[config.mk]
export PLATFORM = sky130hd
export DESIGN_NAME = json_field_stream_extractor_flat
export DESIGN_NICKNAME = d
export VERILOG_FILES = /design/src/sv/jfse_pkg.sv /design/src/sv/jfse_req_if.sv /design/src/sv/jfse_res_if.sv /design/src/sv/json_field_stream_extractor.sv /design/src/sv/jfse_cfg_regs.sv /design/src/sv/jfse_window.sv /design/src/sv/jfse_core.sv /design/src/flat_wrapper.sv
export SDC_FILE = /design/constraint.sdc
export NUM_CORES = 1
export LEC_CHECK = 0
export BUFFER_PORTS_ARGS = -buffer_cell sky130_fd_sc_hd__buf_4
export CAP_MARGIN = 15
export CORE_MARGIN = 4
export CORE_UTILIZATION = 27
export DETAILED_ROUTE_END_ITERATION = 6
export GPL_TIMING_DRIVEN = 1
export RECOVER_POWER = 50
export SYNTH_ARGS = -nofsm -noshare
export SYNTH_HDL_FRONTEND = slang
export SYNTH_HIERARCHICAL = 1
export SYNTH_SLANG_ARGS = --single-unit
[constraint.sdc]
create_clock -name clk -period 4.3 [get_ports clk]
set_input_delay 0.43 -clock clk [delete_from_list [all_inputs] [get_ports clk]]
set_output_delay 0.43 -clock clk [all_outputs]
set_load 0.01 [all_outputs]
[src/sv/jfse_pkg.sv]
// jfse_pkg: shared types, codes and constants for the json field stream extractor
// no dependencies; used by the interfaces and every module of the block
`timescale 1ns / 1ps

package jfse_pkg;

	// default window depth
	localparam int PATTERN_MAX_DEF = 8;

	// field widths
	localparam int REQ_W   = 2;
	localparam int BYTE_W  = 8;
	localparam int KIND_W  = 3;
	localparam int PAT_W   = 64;
	localparam int LEN_W   = 4;
	localparam int TICK_W  = 16;
	localparam int CIDX_W  = 3;

	// request codes
	localparam logic [REQ_W-1:0] REQ_BYTE  = 2'd0;
	localparam logic [REQ_W-1:0] REQ_TICK  = 2'd1;
	localparam logic [REQ_W-1:0] REQ_START = 2'd2;

	// result kinds
	localparam logic [KIND_W-1:0] KIND_CHAR      = 3'd0;
	localparam logic [KIND_W-1:0] KIND_DONE      = 3'd1;
	localparam logic [KIND_W-1:0] KIND_END       = 3'd2;
	localparam logic [KIND_W-1:0] KIND_SEARCH_TO = 3'd3;
	localparam logic [KIND_W-1:0] KIND_VALUE_TO  = 3'd4;

	// configuration register indexes
	localparam logic [CIDX_W-1:0] CFG_KEY_PATTERN   = 3'd0;
	localparam logic [CIDX_W-1:0] CFG_KEY_LENGTH    = 3'd1;
	localparam logic [CIDX_W-1:0] CFG_END_PATTERN   = 3'd2;
	localparam logic [CIDX_W-1:0] CFG_END_LENGTH    = 3'd3;
	localparam logic [CIDX_W-1:0] CFG_VALUE_MODE    = 3'd4;
	localparam logic [CIDX_W-1:0] CFG_TIMEOUT_TICKS = 3'd5;

	// register reset values
	localparam logic [LEN_W-1:0]  KEY_LENGTH_RST    = 4'd1;
	localparam logic [TICK_W-1:0] TIMEOUT_TICKS_RST = 16'd1500;

	// characters
	localparam logic [BYTE_W-1:0] CH_AT    = 8'h40;
	localparam logic [BYTE_W-1:0] CH_QUOTE = 8'h22;
	localparam logic [BYTE_W-1:0] CH_ZERO  = 8'h30;
	localparam logic [BYTE_W-1:0] CH_NINE  = 8'h39;

	// configuration seen by the datapath
	typedef struct packed {
		logic [PAT_W-1:0]  key_pattern;
		logic [LEN_W-1:0]  key_length;
		logic [PAT_W-1:0]  end_pattern;
		logic [LEN_W-1:0]  end_length;
		logic              value_mode;
		logic [TICK_W-1:0] timeout_ticks;
	} cfg_t;

	// window control from the core
	typedef struct packed {
		logic             preset;
		logic             shift;
		logic [BYTE_W-1:0] data;
	} win_ctl_t;

	// window match status to the core
	typedef struct packed {
		logic key_hit;
		logic end_hit;
	} win_match_t;

endpackage

[src/sv/jfse_req_if.sv]
// jfse_req_if: request channel (valid/ready with request type and byte)
// depends on jfse_pkg
`timescale 1ns / 1ps

interface jfse_req_if
	import jfse_pkg::*;
();
	logic              valid;
	logic              ready;
	logic [REQ_W-1:0]  req_type;
	logic [BYTE_W-1:0] in_byte;

	modport source (output valid, output req_type, output in_byte, input ready);
	modport sink (input valid, input req_type, input in_byte, output ready);
endinterface

[src/sv/jfse_res_if.sv]
// jfse_res_if: result channel (valid/ready with result kind and character)
// depends on jfse_pkg
`timescale 1ns / 1ps

interface jfse_res_if
	import jfse_pkg::*;
();
	logic              valid;
	logic              ready;
	logic [KIND_W-1:0] out_kind;
	logic [BYTE_W-1:0] out_char;

	modport source (output valid, output out_kind, output out_char, input ready);
	modport sink (input valid, input out_kind, input out_char, output ready);
endinterface

[src/sv/json_field_stream_extractor.sv]
// json_field_stream_extractor: top level, config registers, window compare and core
// depends on jfse_pkg, jfse_req_if, jfse_res_if, jfse_cfg_regs, jfse_window, jfse_core
//
// channel  | dir | handshake   | payload
// ---------+-----+-------------+----------------------------------
// req      | in  | valid/ready | req_type[1:0], in_byte[7:0]
// res      | out | valid/ready | out_kind[2:0], out_char[7:0]
// cfg      | in  | cfg_we      | cfg_index[2:0], cfg_wdata[63:0]
//
// one transaction per cycle unless a stalled result holds stage 1; each passes the input
// register, and any result it produces is captured in the result register
// the window compare, phase update and result select all sit between those two registers
// a stalled result holds the result register and stalls stage 1 behind it; req stays
// ready while stage 1 is empty or draining
// reset is asynchronous and immediate: idle phase, window all '@', no clearing pass
`timescale 1ns / 1ps

module json_field_stream_extractor
	import jfse_pkg::*;
#(
	parameter int PATTERN_MAX = PATTERN_MAX_DEF
) (
	input  logic              clk,
	input  logic              arst_n,
	input  logic              cfg_we,
	input  logic [CIDX_W-1:0] cfg_index,
	input  logic [PAT_W-1:0]  cfg_wdata,
	jfse_req_if.sink          req,
	jfse_res_if.source        res
);

	cfg_t       cfg;
	win_ctl_t   ctl;
	win_match_t match;

	// configuration registers
	jfse_cfg_regs u_cfg (
		.clk       (clk),
		.arst_n    (arst_n),
		.cfg_we    (cfg_we),
		.cfg_index (cfg_index),
		.cfg_wdata (cfg_wdata),
		.cfg       (cfg)
	);

	// sliding window and suffix compare
	jfse_window #(
		.PATTERN_MAX (PATTERN_MAX)
	) u_window (
		.clk    (clk),
		.arst_n (arst_n),
		.cfg    (cfg),
		.ctl    (ctl),
		.match  (match)
	);

	// control and result path
	jfse_core u_core (
		.clk    (clk),
		.arst_n (arst_n),
		.cfg    (cfg),
		.match  (match),
		.ctl    (ctl),
		.req    (req),
		.res    (res)
	);

endmodule

[src/sv/jfse_cfg_regs.sv]
// jfse_cfg_regs: configuration register file written through a plain write port
// depends on jfse_pkg
`timescale 1ns / 1ps

module jfse_cfg_regs
	import jfse_pkg::*;
(
	input  logic              clk,
	input  logic              arst_n,
	input  logic              cfg_we,
	input  logic [CIDX_W-1:0] cfg_index,
	input  logic [PAT_W-1:0]  cfg_wdata,
	output cfg_t              cfg
);

	logic [PAT_W-1:0]  key_pattern_q;
	logic [LEN_W-1:0]  key_length_q;
	logic [PAT_W-1:0]  end_pattern_q;
	logic [LEN_W-1:0]  end_length_q;
	logic              value_mode_q;
	logic [TICK_W-1:0] timeout_ticks_q;

	// register writes, unknown indexes ignored
	always_ff @(posedge clk or negedge arst_n) begin
		if (!arst_n) begin
			key_pattern_q   <= '0;
			key_length_q    <= KEY_LENGTH_RST;
			end_pattern_q   <= '0;
			end_length_q    <= '0;
			value_mode_q    <= 1'b0;
			timeout_ticks_q <= TIMEOUT_TICKS_RST;
		end else if (cfg_we) begin
			case (cfg_index)
				CFG_KEY_PATTERN:   key_pattern_q   <= cfg_wdata;
				CFG_KEY_LENGTH:    key_length_q    <= cfg_wdata[LEN_W-1:0];
				CFG_END_PATTERN:   end_pattern_q   <= cfg_wdata;
				CFG_END_LENGTH:    end_length_q    <= cfg_wdata[LEN_W-1:0];
				CFG_VALUE_MODE:    value_mode_q    <= cfg_wdata[0];
				CFG_TIMEOUT_TICKS: timeout_ticks_q <= cfg_wdata[TICK_W-1:0];
				default: ;
			endcase
		end
	end

	assign cfg.key_pattern   = key_pattern_q;
	assign cfg.key_length    = key_length_q;
	assign cfg.end_pattern   = end_pattern_q;
	assign cfg.end_length    = end_length_q;
	assign cfg.value_mode    = value_mode_q;
	assign cfg.timeout_ticks = timeout_ticks_q;

endmodule

[src/sv/jfse_window.sv]
// jfse_window: sliding byte window with parallel suffix compare for key and end marker
// depends on jfse_pkg; the compare sees the window as it stands after the incoming byte
`timescale 1ns / 1ps

module jfse_window
	import jfse_pkg::*;
#(
	parameter int PATTERN_MAX = PATTERN_MAX_DEF
) (
	input  logic       clk,
	input  logic       arst_n,
	input  cfg_t       cfg,
	input  win_ctl_t   ctl,
	output win_match_t match
);

	logic [BYTE_W-1:0] win_q [PATTERN_MAX];
	logic [BYTE_W-1:0] win_next [PATTERN_MAX];
	logic [LEN_W-1:0]  key_len;
	logic [LEN_W-1:0]  end_len;

	// window with the incoming byte shifted in at the newest end
	always_comb begin
		win_next[0] = ctl.data;
		for (int i = 1; i < PATTERN_MAX; i++) begin
			win_next[i] = win_q[i-1];
		end
	end

	// lengths above the window depth count as the full depth
	assign key_len = (cfg.key_length > LEN_W'(PATTERN_MAX)) ? LEN_W'(PATTERN_MAX)
		: cfg.key_length;
	assign end_len = (cfg.end_length > LEN_W'(PATTERN_MAX)) ? LEN_W'(PATTERN_MAX)
		: cfg.end_length;

	// suffix compare, one lane per window byte
	always_comb begin
		match.key_hit = 1'b1;
		match.end_hit = (end_len != '0);
		for (int i = 0; i < PATTERN_MAX; i++) begin
			if (LEN_W'(i) < key_len && win_next[i] != cfg.key_pattern[BYTE_W*i +: BYTE_W]) begin
				match.key_hit = 1'b0;
			end
			if (LEN_W'(i) < end_len && win_next[i] != cfg.end_pattern[BYTE_W*i +: BYTE_W]) begin
				match.end_hit = 1'b0;
			end
		end
	end

	// window storage, preset to '@'
	always_ff @(posedge clk or negedge arst_n) begin
		if (!arst_n) begin
			for (int i = 0; i < PATTERN_MAX; i++) begin
				win_q[i] <= CH_AT;
			end
		end else if (ctl.preset) begin
			for (int i = 0; i < PATTERN_MAX; i++) begin
				win_q[i] <= CH_AT;
			end
		end else if (ctl.shift) begin
			for (int i = 0; i < PATTERN_MAX; i++) begin
				win_q[i] <= win_next[i];
			end
		end
	end

endmodule

[src/sv/jfse_core.sv]
// jfse_core: input register, phase and timeout control, result register
// depends on jfse_pkg, jfse_req_if, jfse_res_if; drives jfse_window through win_ctl_t
`timescale 1ns / 1ps

module jfse_core
	import jfse_pkg::*;
(
	input  logic       clk,
	input  logic       arst_n,
	input  cfg_t       cfg,
	input  win_match_t match,
	output win_ctl_t   ctl,
	jfse_req_if.sink   req,
	jfse_res_if.source res
);

	typedef enum logic [1:0] {
		PH_IDLE,
		PH_SEARCH,
		PH_VALUE
	} phase_t;

	logic              req_valid_s1;
	logic [REQ_W-1:0]  req_type_s1;
	logic [BYTE_W-1:0] in_byte_s1;

	phase_t            phase_q;
	phase_t            phase_d;
	logic [TICK_W-1:0] ticks_q;
	logic [TICK_W-1:0] ticks_d;

	logic              res_valid_s2;
	logic [KIND_W-1:0] res_kind_s2;
	logic [BYTE_W-1:0] res_char_s2;

	logic              adv;
	logic              emit;
	logic [KIND_W-1:0] emit_kind;
	logic [BYTE_W-1:0] emit_char;
	logic              is_digit;

	// stage 1 moves on when the result register is free or being drained
	assign adv       = req_valid_s1 && (!res_valid_s2 || res.ready);
	assign req.ready = !req_valid_s1 || adv;

	// input register
	always_ff @(posedge clk or negedge arst_n) begin
		if (!arst_n) begin
			req_valid_s1 <= 1'b0;
		end else if (req.ready) begin
			req_valid_s1 <= req.valid;
		end
	end

	always_ff @(posedge clk) begin
		if (req.ready && req.valid) begin
			req_type_s1 <= req.req_type;
			in_byte_s1  <= req.in_byte;
		end
	end

	assign is_digit = (in_byte_s1 >= CH_ZERO) && (in_byte_s1 <= CH_NINE);

	// window control
	assign ctl.preset = adv && (req_type_s1 == REQ_START);
	assign ctl.shift  = adv && (req_type_s1 == REQ_BYTE) && (phase_q == PH_SEARCH);
	assign ctl.data   = in_byte_s1;

	// next state and result for the transaction in stage 1
	always_comb begin
		phase_d   = phase_q;
		ticks_d   = ticks_q;
		emit      = 1'b0;
		emit_kind = KIND_CHAR;
		emit_char = '0;
		case (req_type_s1)
			REQ_START: begin
				phase_d = PH_SEARCH;
				ticks_d = cfg.timeout_ticks;
			end
			REQ_TICK: begin
				if (phase_q != PH_IDLE) begin
					if (ticks_q <= TICK_W'(1)) begin
						emit      = 1'b1;
						emit_kind = (phase_q == PH_SEARCH) ? KIND_SEARCH_TO : KIND_VALUE_TO;
						phase_d   = PH_IDLE;
						ticks_d   = '0;
					end else begin
						ticks_d = ticks_q - TICK_W'(1);
					end
				end
			end
			REQ_BYTE: begin
				if (phase_q == PH_SEARCH) begin
					// key wins over end marker
					if (match.key_hit) begin
						phase_d = PH_VALUE;
						ticks_d = cfg.timeout_ticks;
					end else if (match.end_hit) begin
						emit      = 1'b1;
						emit_kind = KIND_END;
						phase_d   = PH_IDLE;
					end
				end else if (phase_q == PH_VALUE) begin
					emit = 1'b1;
					if (cfg.value_mode ? !is_digit : (in_byte_s1 == CH_QUOTE)) begin
						emit_kind = KIND_DONE;
						phase_d   = PH_IDLE;
					end else begin
						emit_char = in_byte_s1;
					end
				end
			end
			default: ;
		endcase
	end

	// phase, tick counter and result register
	always_ff @(posedge clk or negedge arst_n) begin
		if (!arst_n) begin
			phase_q      <= PH_IDLE;
			ticks_q      <= '0;
			res_valid_s2 <= 1'b0;
			res_kind_s2  <= KIND_CHAR;
			res_char_s2  <= '0;
		end else begin
			if (adv) begin
				phase_q <= phase_d;
				ticks_q <= ticks_d;
			end
			if (adv && emit) begin
				res_valid_s2 <= 1'b1;
				res_kind_s2  <= emit_kind;
				res_char_s2  <= emit_char;
			end else if (res.ready) begin
				res_valid_s2 <= 1'b0;
			end
		end
	end

	assign res.valid    = res_valid_s2;
	assign res.out_kind = res_kind_s2;
	assign res.out_char = res_char_s2;

	// a terminating result always leaves the block idle
	a_term_idle: assert property (@(posedge clk) disable iff (!arst_n)
		adv && emit && emit_kind != KIND_CHAR |=> phase_q == PH_IDLE)
		else $error("terminating result did not return to idle");

	// value characters only come out of the value phase
	a_char_in_value: assert property (@(posedge clk) disable iff (!arst_n)
		adv && emit && emit_kind == KIND_CHAR |-> phase_q == PH_VALUE)
		else $error("value character outside value phase");

	// a start loads the timeout and enters search
	a_start_load: assert property (@(posedge clk) disable iff (!arst_n)
		adv && req_type_s1 == REQ_START
		|=> phase_q == PH_SEARCH && ticks_q == $past(cfg.timeout_ticks))
		else $error("start did not load the search phase");

	// status results carry no character
	a_char_zero: assert property (@(posedge clk) disable iff (!arst_n)
		res_valid_s2 && res_kind_s2 != KIND_CHAR |-> res_char_s2 == '0)
		else $error("status result with nonzero character");

	// an unaccepted result is never overwritten
	a_no_overrun: assert property (@(posedge clk) disable iff (!arst_n)
		res_valid_s2 && !res.ready |-> !adv)
		else $error("result register overrun");

endmodule
[src/flat_wrapper.sv]
// flat-port wrapper written by rule: the top's interface ports become plain ports
module json_field_stream_extractor_flat import jfse_pkg::*;
#(
	parameter int PATTERN_MAX = PATTERN_MAX_DEF
)
  (clk, arst_n, cfg_we, cfg_index, cfg_wdata, req_valid, req_req_type, req_in_byte, req_ready, res_valid, res_out_kind, res_out_char, res_ready);
  jfse_req_if req_i ();
  jfse_res_if res_i ();
  input  logic clk;
  input  logic arst_n;
  input  logic cfg_we;
  input  logic [CIDX_W-1:0] cfg_index;
  input  logic [PAT_W-1:0] cfg_wdata;
  input wire logic [$bits(req_i.valid)-1:0] req_valid;
  input wire logic [$bits(req_i.req_type)-1:0] req_req_type;
  input wire logic [$bits(req_i.in_byte)-1:0] req_in_byte;
  output wire logic [$bits(req_i.ready)-1:0] req_ready;
  output wire logic [$bits(res_i.valid)-1:0] res_valid;
  output wire logic [$bits(res_i.out_kind)-1:0] res_out_kind;
  output wire logic [$bits(res_i.out_char)-1:0] res_out_char;
  input wire logic [$bits(res_i.ready)-1:0] res_ready;
  assign req_i.valid = req_valid;
  assign req_i.req_type = req_req_type;
  assign req_i.in_byte = req_in_byte;
  assign req_ready = req_i.ready;
  assign res_valid = res_i.valid;
  assign res_out_kind = res_i.out_kind;
  assign res_out_char = res_i.out_char;
  assign res_i.ready = res_ready;
  json_field_stream_extractor #(.PATTERN_MAX(PATTERN_MAX)) u_core (.clk(clk), .arst_n(arst_n), .cfg_we(cfg_we), .cfg_index(cfg_index), .cfg_wdata(cfg_wdata), .req(req_i), .res(res_i));
endmodule
# --- Yosys cells after proc, flatten, opt, wreduce, memory -nomap -nowiden ---
# Index checks and enable logic that the tools add are counted.
op_classes:
  n_reduce_logical: 43
  n_mux: 56
  bitwise_logic: 0
  addsub: 1
  eq_ne: 33
  n_shift: 0
  n_div: 0
  multipliers: 0
  magnitude_cmp: 21
ops:
  columns: ["operator", "count"]
  rows:
  - ["$mux 64", 2]
  - ["$ne 8x8->1", 16]
  - ["$mux 16", 4]
  - ["$pmux 16 s3", 1]
  - ["$lt 3x4->1 const A", 8]
  - ["$mux 8", 4]
  - ["$mux 1", 27]
  - ["$logic_and 1x1->1", 23]
  - ["$mux 2", 9]
  - ["$le 16x1->1 const B", 1]
  - ["$lt 1x4->1 const A", 4]
  - ["$lt 2x4->1 const A", 4]
  - ["$sub 16x1->16 const B", 1]
  - ["$mux 3", 4]
  - ["$reduce_and 2->1", 6]
  - ["$eq 8x6->1 const B", 1]
  - ["$ge 8x6->1 const B", 1]
  - ["$gt 4x4->1 const B", 2]
  - ["$le 8x6->1 const B", 1]
  - ["$mux 4", 2]
  - ["$reduce_and 7->1", 1]
  - ["$eq 3x2->1 const B", 2]
  - ["$eq 3x3->1 const B", 2]
  - ["$ne 2x2->1 const B", 3]
  - ["other kinds (17)", 25]
totals:
  input_bits: 82
  n_memories: 0
  regBits: 250
  latchBits: 0
  romBits: 0
  ram_bits: 0
  out_inout_bits: 13
  word_cells: 175

# --- Longest topological paths before layout ---
logic_depth:
  ltp_word: 18
  ltp_mapped: 12

# --- By module ---
# The synthesis kept the hierarchy.
by_module_without_submodules:
  columns: ["mod", "seq_area_each_um2", "instances", "area_each_um2", "cells_per_inst"]
  rows:
  - ["jfse_cfg_regs", 3838.7, 1, 6079.6, 328]
  - ["jfse_window", 1410.1, 1, 3797.4, 376]
  - ["jfse_core", 1076.0, 1, 2232.1, 226]

# --- Worst setup path before layout ---
# Ideal clock, no wire load.
synth_timing:
  path_kind: "flip-flop to flip-flop"
  from: "register u_core.u_core.in_byte_s1[1]"
  to: "register u_core.u_core.res_kind_s2[0], in the netlist u_core/u_core/res.out_kind[0]"
  period_less_slack_ns: 2.649
  path_stages_with_launch: 13
  path_slack_ns: 1.651
  arrival_ns: 2.524
  setup_time_ns: 0.125
  cell_sequence: "edfxtp_1 > xor2_1 > nor4_2 > nand4_1 > a211oi_1 > a31oi_1 > nor4_2 > nand3b_1 > a21oi_1 > a31oi_1 > nor3_2 > buf_4 > mux2_2"
synth_lines:
  columns: ["element", "line", "source"]
  rows:
  - ["from (decl)", "jfse_core.sv:25", "logic [BYTE_W-1:0] in_byte_s1;"]
  - ["from (signal assigned)", "jfse_core.sv:58", "in_byte_s1 <= req.in_byte;"]
  - ["to (signal assigned)", "jfse_core.sv:133", "res_kind_s2 <= emit_kind;"]
  - ["to (decl)", "jfse_core.sv:33", "logic [KIND_W-1:0] res_kind_s2;"]

==> impl_metrics.yaml <==
status:
  outcome: "finished, violations left"
  failing_checks: "capacitance limit, slew limit"
synth:
  avgSynthCellArea_um2: 13.0
  synth_sequential_area_ratio: 0.522
  synth_mux_area_frac: 0.212
  mappedNetlistNets: 1017
  ys.warnings.count: 6
  synthesized_area_fraction_occupied_by_xor_and_xnor_cells: 0.0926
  synth_seq_cells: 250
  syn_area_mm2: 0.0121
  synthDominantAreaCellType: "sky130_fd_sc_hd__dfrtp_1"
  synth_ff_type: "sky130_fd_sc_hd__dfrtp_1"
  synth_simple_gate_area_share: 0.0865
  synth_edf_count: 10
  synth_top_family_by_area: "multiplexers"
  async_reset_ff_frac: 0.960
  synthCells: 930
  post-synth-top-area-fraction: 0.465
  synth.distinct_cells: 64
  synth-compound-area-share: 0.0485
  synth_adder_area_share: 0.00517
  most_area_consuming_cells_after_synthesis: "sky130_fd_sc_hd__dfrtp_1, sky130_fd_sc_hd__mux2_2, sky130_fd_sc_hd__mux2_4"
worst_setup_path:
  worst-path-max-fanout: 10
  r2r_start: "u_core/u_core/in_byte_s1[0]"
  r2r_slack_ns: 0.67
  critical_path.startpoint_type: "flip-flop"
  timing.critical_path.to_type: "flip-flop"
  worstPathRequired_ns: 4.74
  worstPathArrival_ns: 4.07
  timing.setup.critical_path_class: "flip-flop to flip-flop"
  worstRegToRegCells: 11
  crit-reg2reg-capture: "u_core/u_core/ticks_q[5]"
floorplanning:
  dieArea_mm2: 0.0483
  die-width_um: 220
  floorplan.initialDensity: 0.273
  core_region_area_mm2: 0.0443
  boundary_pin_count: 95
  std_cell_rows: 77
  die_h_um: 220
grt:
  via_count_of_the_first_global_routing_pass: 7980
  overflow: 0
  antenna_found_initial: 3
  grt_start_max_net_pins: 101
  grt_usage: 0.123
  grt_pass1_wl_um: 47100
power:
  power.share.combinational: 0.185
  power.ir.vdd_worst_v: 0.000287
  pwr-share-clk: 0.375
  internal_power_mw: 5.42
  seq_power_share: 0.440
  total_switching_power_mw: 2.13
  netSwitchingFraction: 0.283
  powerDensity_mw_per_mm2: 528
  power_leakage_nw: 6.12
clock_tree:
  number_of_buffers_created_by_cts: 30
  cts_setup_buffers: 0
  numClockSinks: 250
  clock_tree.htree_level_count: 1
  master_cell_of_the_clock_root_buffer: "sky130_fd_sc_hd__clkbuf_16"
  cts_tree: "done"
  worst_path_clk_slew_ns: 0.06
  cts-root-to-sink-buffers: 3
  clock_latency_ns: 0.55
layout:
  fillers: 4475
  register_area_mm2: 0.00632
  area_delta_synth_final_pct: 18.1
  multi_input_area_mm2: 0.00528
  layout_common_cells: "sky130_fd_sc_hd__dfrtp_1, sky130_fd_sc_hd__mux2_2, sky130_fd_sc_hd__xor2_1"
  num-nets-final: 1114
  most_common_cell_after_layout_fill_and_taps_aside: "sky130_fd_sc_hd__dfrtp_1"
  drive_above_1_share: 0.283
place:
  place_hpwl_um: 21100
  gp_routability_congestion: 0.816
  dpl_worst_slack_ns: 0.660
  placement.io_buffers: 94
sta:
  maxSlewHeadroom: -0.618
  worst-slew-pin-transition_ns: 2.43
  clock_skew_ns: 0.00917
  final_critical_path_setup_slack_ns: 0.670
  finalHoldViolCount: 0
  final.min_clock_period_ns: 3.63
  min_period_over_period: 0.844
  finalMaxSlewViolations: 160
  grt_setup_unrepaired: "false"
  timing.final.setup_violations: 0
  fin_tns_setup_ns: 0
  fmax_mhz: 275
detailed_routing:
  detail_route.first_pass.iterations: 4
  post_drt_wl_per_cell_um: 18.3
  drt-initial-drc-count: 429
  via_count: 7515
  wl_um: 30000
  ant_nets: 0
  number_of_vias_per_cell: 4.57
  drc: 0
worst_hold_path:
  min_from: "req_in_byte[2]"
  worst_hold_path.endpoint: "u_core/u_core/in_byte_s1[2]"
  worst_hold_path_type: "input port to flip-flop"
  cell_depth_of_the_worst_hold_path: 1
run:
  max-cap-violations: 4
-- repair_timing --
item	4_1_cts	5_1_grt
hold buffers	1	0
endpoints found under the hold margin	88	0
gates resized for setup	0	0
-- power by group through the flow --
stage                     Sequential (mW)  Clock, mW  Combinational (mW)
after floorplan                      3.20          0                1.13
after detailed placement             3.36          0                1.45
after global routing                 3.38       3.00                1.54
after CTS                            3.33       2.90                1.46
final                                3.32       2.83                1.39
after global placement               3.36          0                1.42
-- worst max-delay path: stages, from the launching register on --
cell,delay [ns]
sky130_fd_sc_hd__edfxtp_1,0.55
sky130_fd_sc_hd__xor2_1,0.24
sky130_fd_sc_hd__nor4_2,0.32
sky130_fd_sc_hd__nand4_1,0.22
sky130_fd_sc_hd__a211oi_1,0.28
sky130_fd_sc_hd__a31oi_1,0.08
sky130_fd_sc_hd__nor4_2,0.47
sky130_fd_sc_hd__a21oi_1,0.19
sky130_fd_sc_hd__o22ai_1,0.21
sky130_fd_sc_hd__nor2b_1,0.56
sky130_fd_sc_hd__o21ai_0,0.19
sky130_fd_sc_hd__a22o_1,0.21
-- logic make-up (layout without fill, tap and decap cells) --
family | Yosys count | in the layout
simple gates | 188 | 188
fa+ha+maj | 5 | 5
flops | 250 | 250
compound gates | 86 | 86
other cells | 0 | 1
xor+xnor | 128 | 128
buf+inv | 59 | 180
mux | 214 | 214
-- synthesized netlist by cell type, types with 2 or more instances --
cell / count
sky130_fd_sc_hd__a211o_1: 7
sky130_fd_sc_hd__a211oi_1: 2
sky130_fd_sc_hd__a21oi_1: 16
sky130_fd_sc_hd__a22o_1: 2
sky130_fd_sc_hd__a22oi_1: 7
sky130_fd_sc_hd__a2bb2oi_1: 2
sky130_fd_sc_hd__a31oi_1: 4
sky130_fd_sc_hd__a32oi_1: 5
sky130_fd_sc_hd__and3_1: 2
sky130_fd_sc_hd__buf_1: 2
sky130_fd_sc_hd__buf_12: 6
sky130_fd_sc_hd__buf_2: 10
sky130_fd_sc_hd__buf_4: 3
sky130_fd_sc_hd__buf_6: 8
sky130_fd_sc_hd__clkbuf_1: 11
sky130_fd_sc_hd__dfrtp_1: 225
sky130_fd_sc_hd__dfstp_2: 15
sky130_fd_sc_hd__edfxtp_1: 10
sky130_fd_sc_hd__ha_1: 5
sky130_fd_sc_hd__inv_1: 19
sky130_fd_sc_hd__mux2_2: 97
sky130_fd_sc_hd__mux2_4: 60
sky130_fd_sc_hd__mux2i_1: 57
sky130_fd_sc_hd__nand2_1: 25
sky130_fd_sc_hd__nand2b_1: 7
sky130_fd_sc_hd__nand3_1: 3
sky130_fd_sc_hd__nand3b_1: 2
sky130_fd_sc_hd__nand4_1: 12
sky130_fd_sc_hd__nand4b_1: 2
sky130_fd_sc_hd__nor2_1: 64
sky130_fd_sc_hd__nor2b_1: 8
sky130_fd_sc_hd__nor3_1: 13
sky130_fd_sc_hd__nor3b_1: 2
sky130_fd_sc_hd__nor4_1: 26
sky130_fd_sc_hd__nor4_2: 3
sky130_fd_sc_hd__o21ai_0: 17
sky130_fd_sc_hd__o22ai_1: 7
sky130_fd_sc_hd__o2bb2ai_1: 6
sky130_fd_sc_hd__o31ai_1: 4
sky130_fd_sc_hd__or3b_1: 2
sky130_fd_sc_hd__or4_1: 3
sky130_fd_sc_hd__xnor2_1: 40
sky130_fd_sc_hd__xor2_1: 88
-- worst max path at each step --
stage | startpoint | endpoint | cells past startpoint
finish | u_core/u_core/in_byte_s1[0] | u_core/u_core/ticks_q[5] | 11
global route | u_core/u_window/win_next[52] | u_core/u_core/ticks_q[13] | 11
CTS | u_core/u_core/in_byte_s1[0] | u_core/u_core/ticks_q[5] | 11
detailed placement | u_core/u_core/in_byte_s1[0] | u_core/u_core/ticks_q[5] | 11
global placement | u_core/u_window/win_next[52] | u_core/u_core/ticks_q[5] | 11
floorplan | u_core/u_core/in_byte_s1[1] | u_core/u_core/res.out_kind[0] | 12
-- routing by layer --
metal,GRT usage,vias up,share of wire
met4,0.0306,4,0.018
li1,-,3511,-
met5,0,-,0.0011
met3,0.0299,44,0.054
met1,0.167,3825,0.46
met2,0.199,131,0.46
-- metrics by stage --
stage | hold slack, ns | instances | util | instance area (um^2) | power, mW
finish | 0.0687 | 1644 | 0.323 | 14300 | 7.55
global route | 0.0453 | 1643 | 0.323 | 14300 | 7.93
CTS | 0.0201 | 1643 | 0.327 | 14500 | 7.70
detailed placement | 0.488 | 1586 | 0.302 | 13400 | 4.81
global placement | 0.478 | 1586 | 0.302 | 13400 | 4.78
floorplan | 0.134 | 930 | - | 12100 | 4.33
-- area by class of cell --
type	count	area share
tap	592	0.0518
sequential	250	0.442
inverter	19	0.00499
antenna	1	0.000175
clock buffer	38	0.0589
timing repair buffer	105	0.0525
clock inverter	18	0.0197
multi-input combinational	621	0.370
-- flip-flops by register name, summed over array words and instances, names as in the netlist --
register                      flops
u_core/u_core/phase_q             2
u_core/u_window/win_next         56
u_core/u_core/req_type_s1         2
u_core/u_core/res.valid           1
u_core/u_core/res.out_char        8
u_core/u_cfg/key_length_q         4
u_core/u_cfg/end_length_q         4
u_core/u_core/in_byte_s1          8
u_core/u_core/res.out_kind        3
u_core/u_cfg/value_mode_q         1
u_core/u_cfg/key_pattern_q       64
u_core/u_core/ticks_q            16
u_core/u_cfg/timeout_ticks_q     16
u_core/u_core/req_valid_s1        1
u_core/u_cfg/end_pattern_q       64
(Power assumes the default switching activity.)
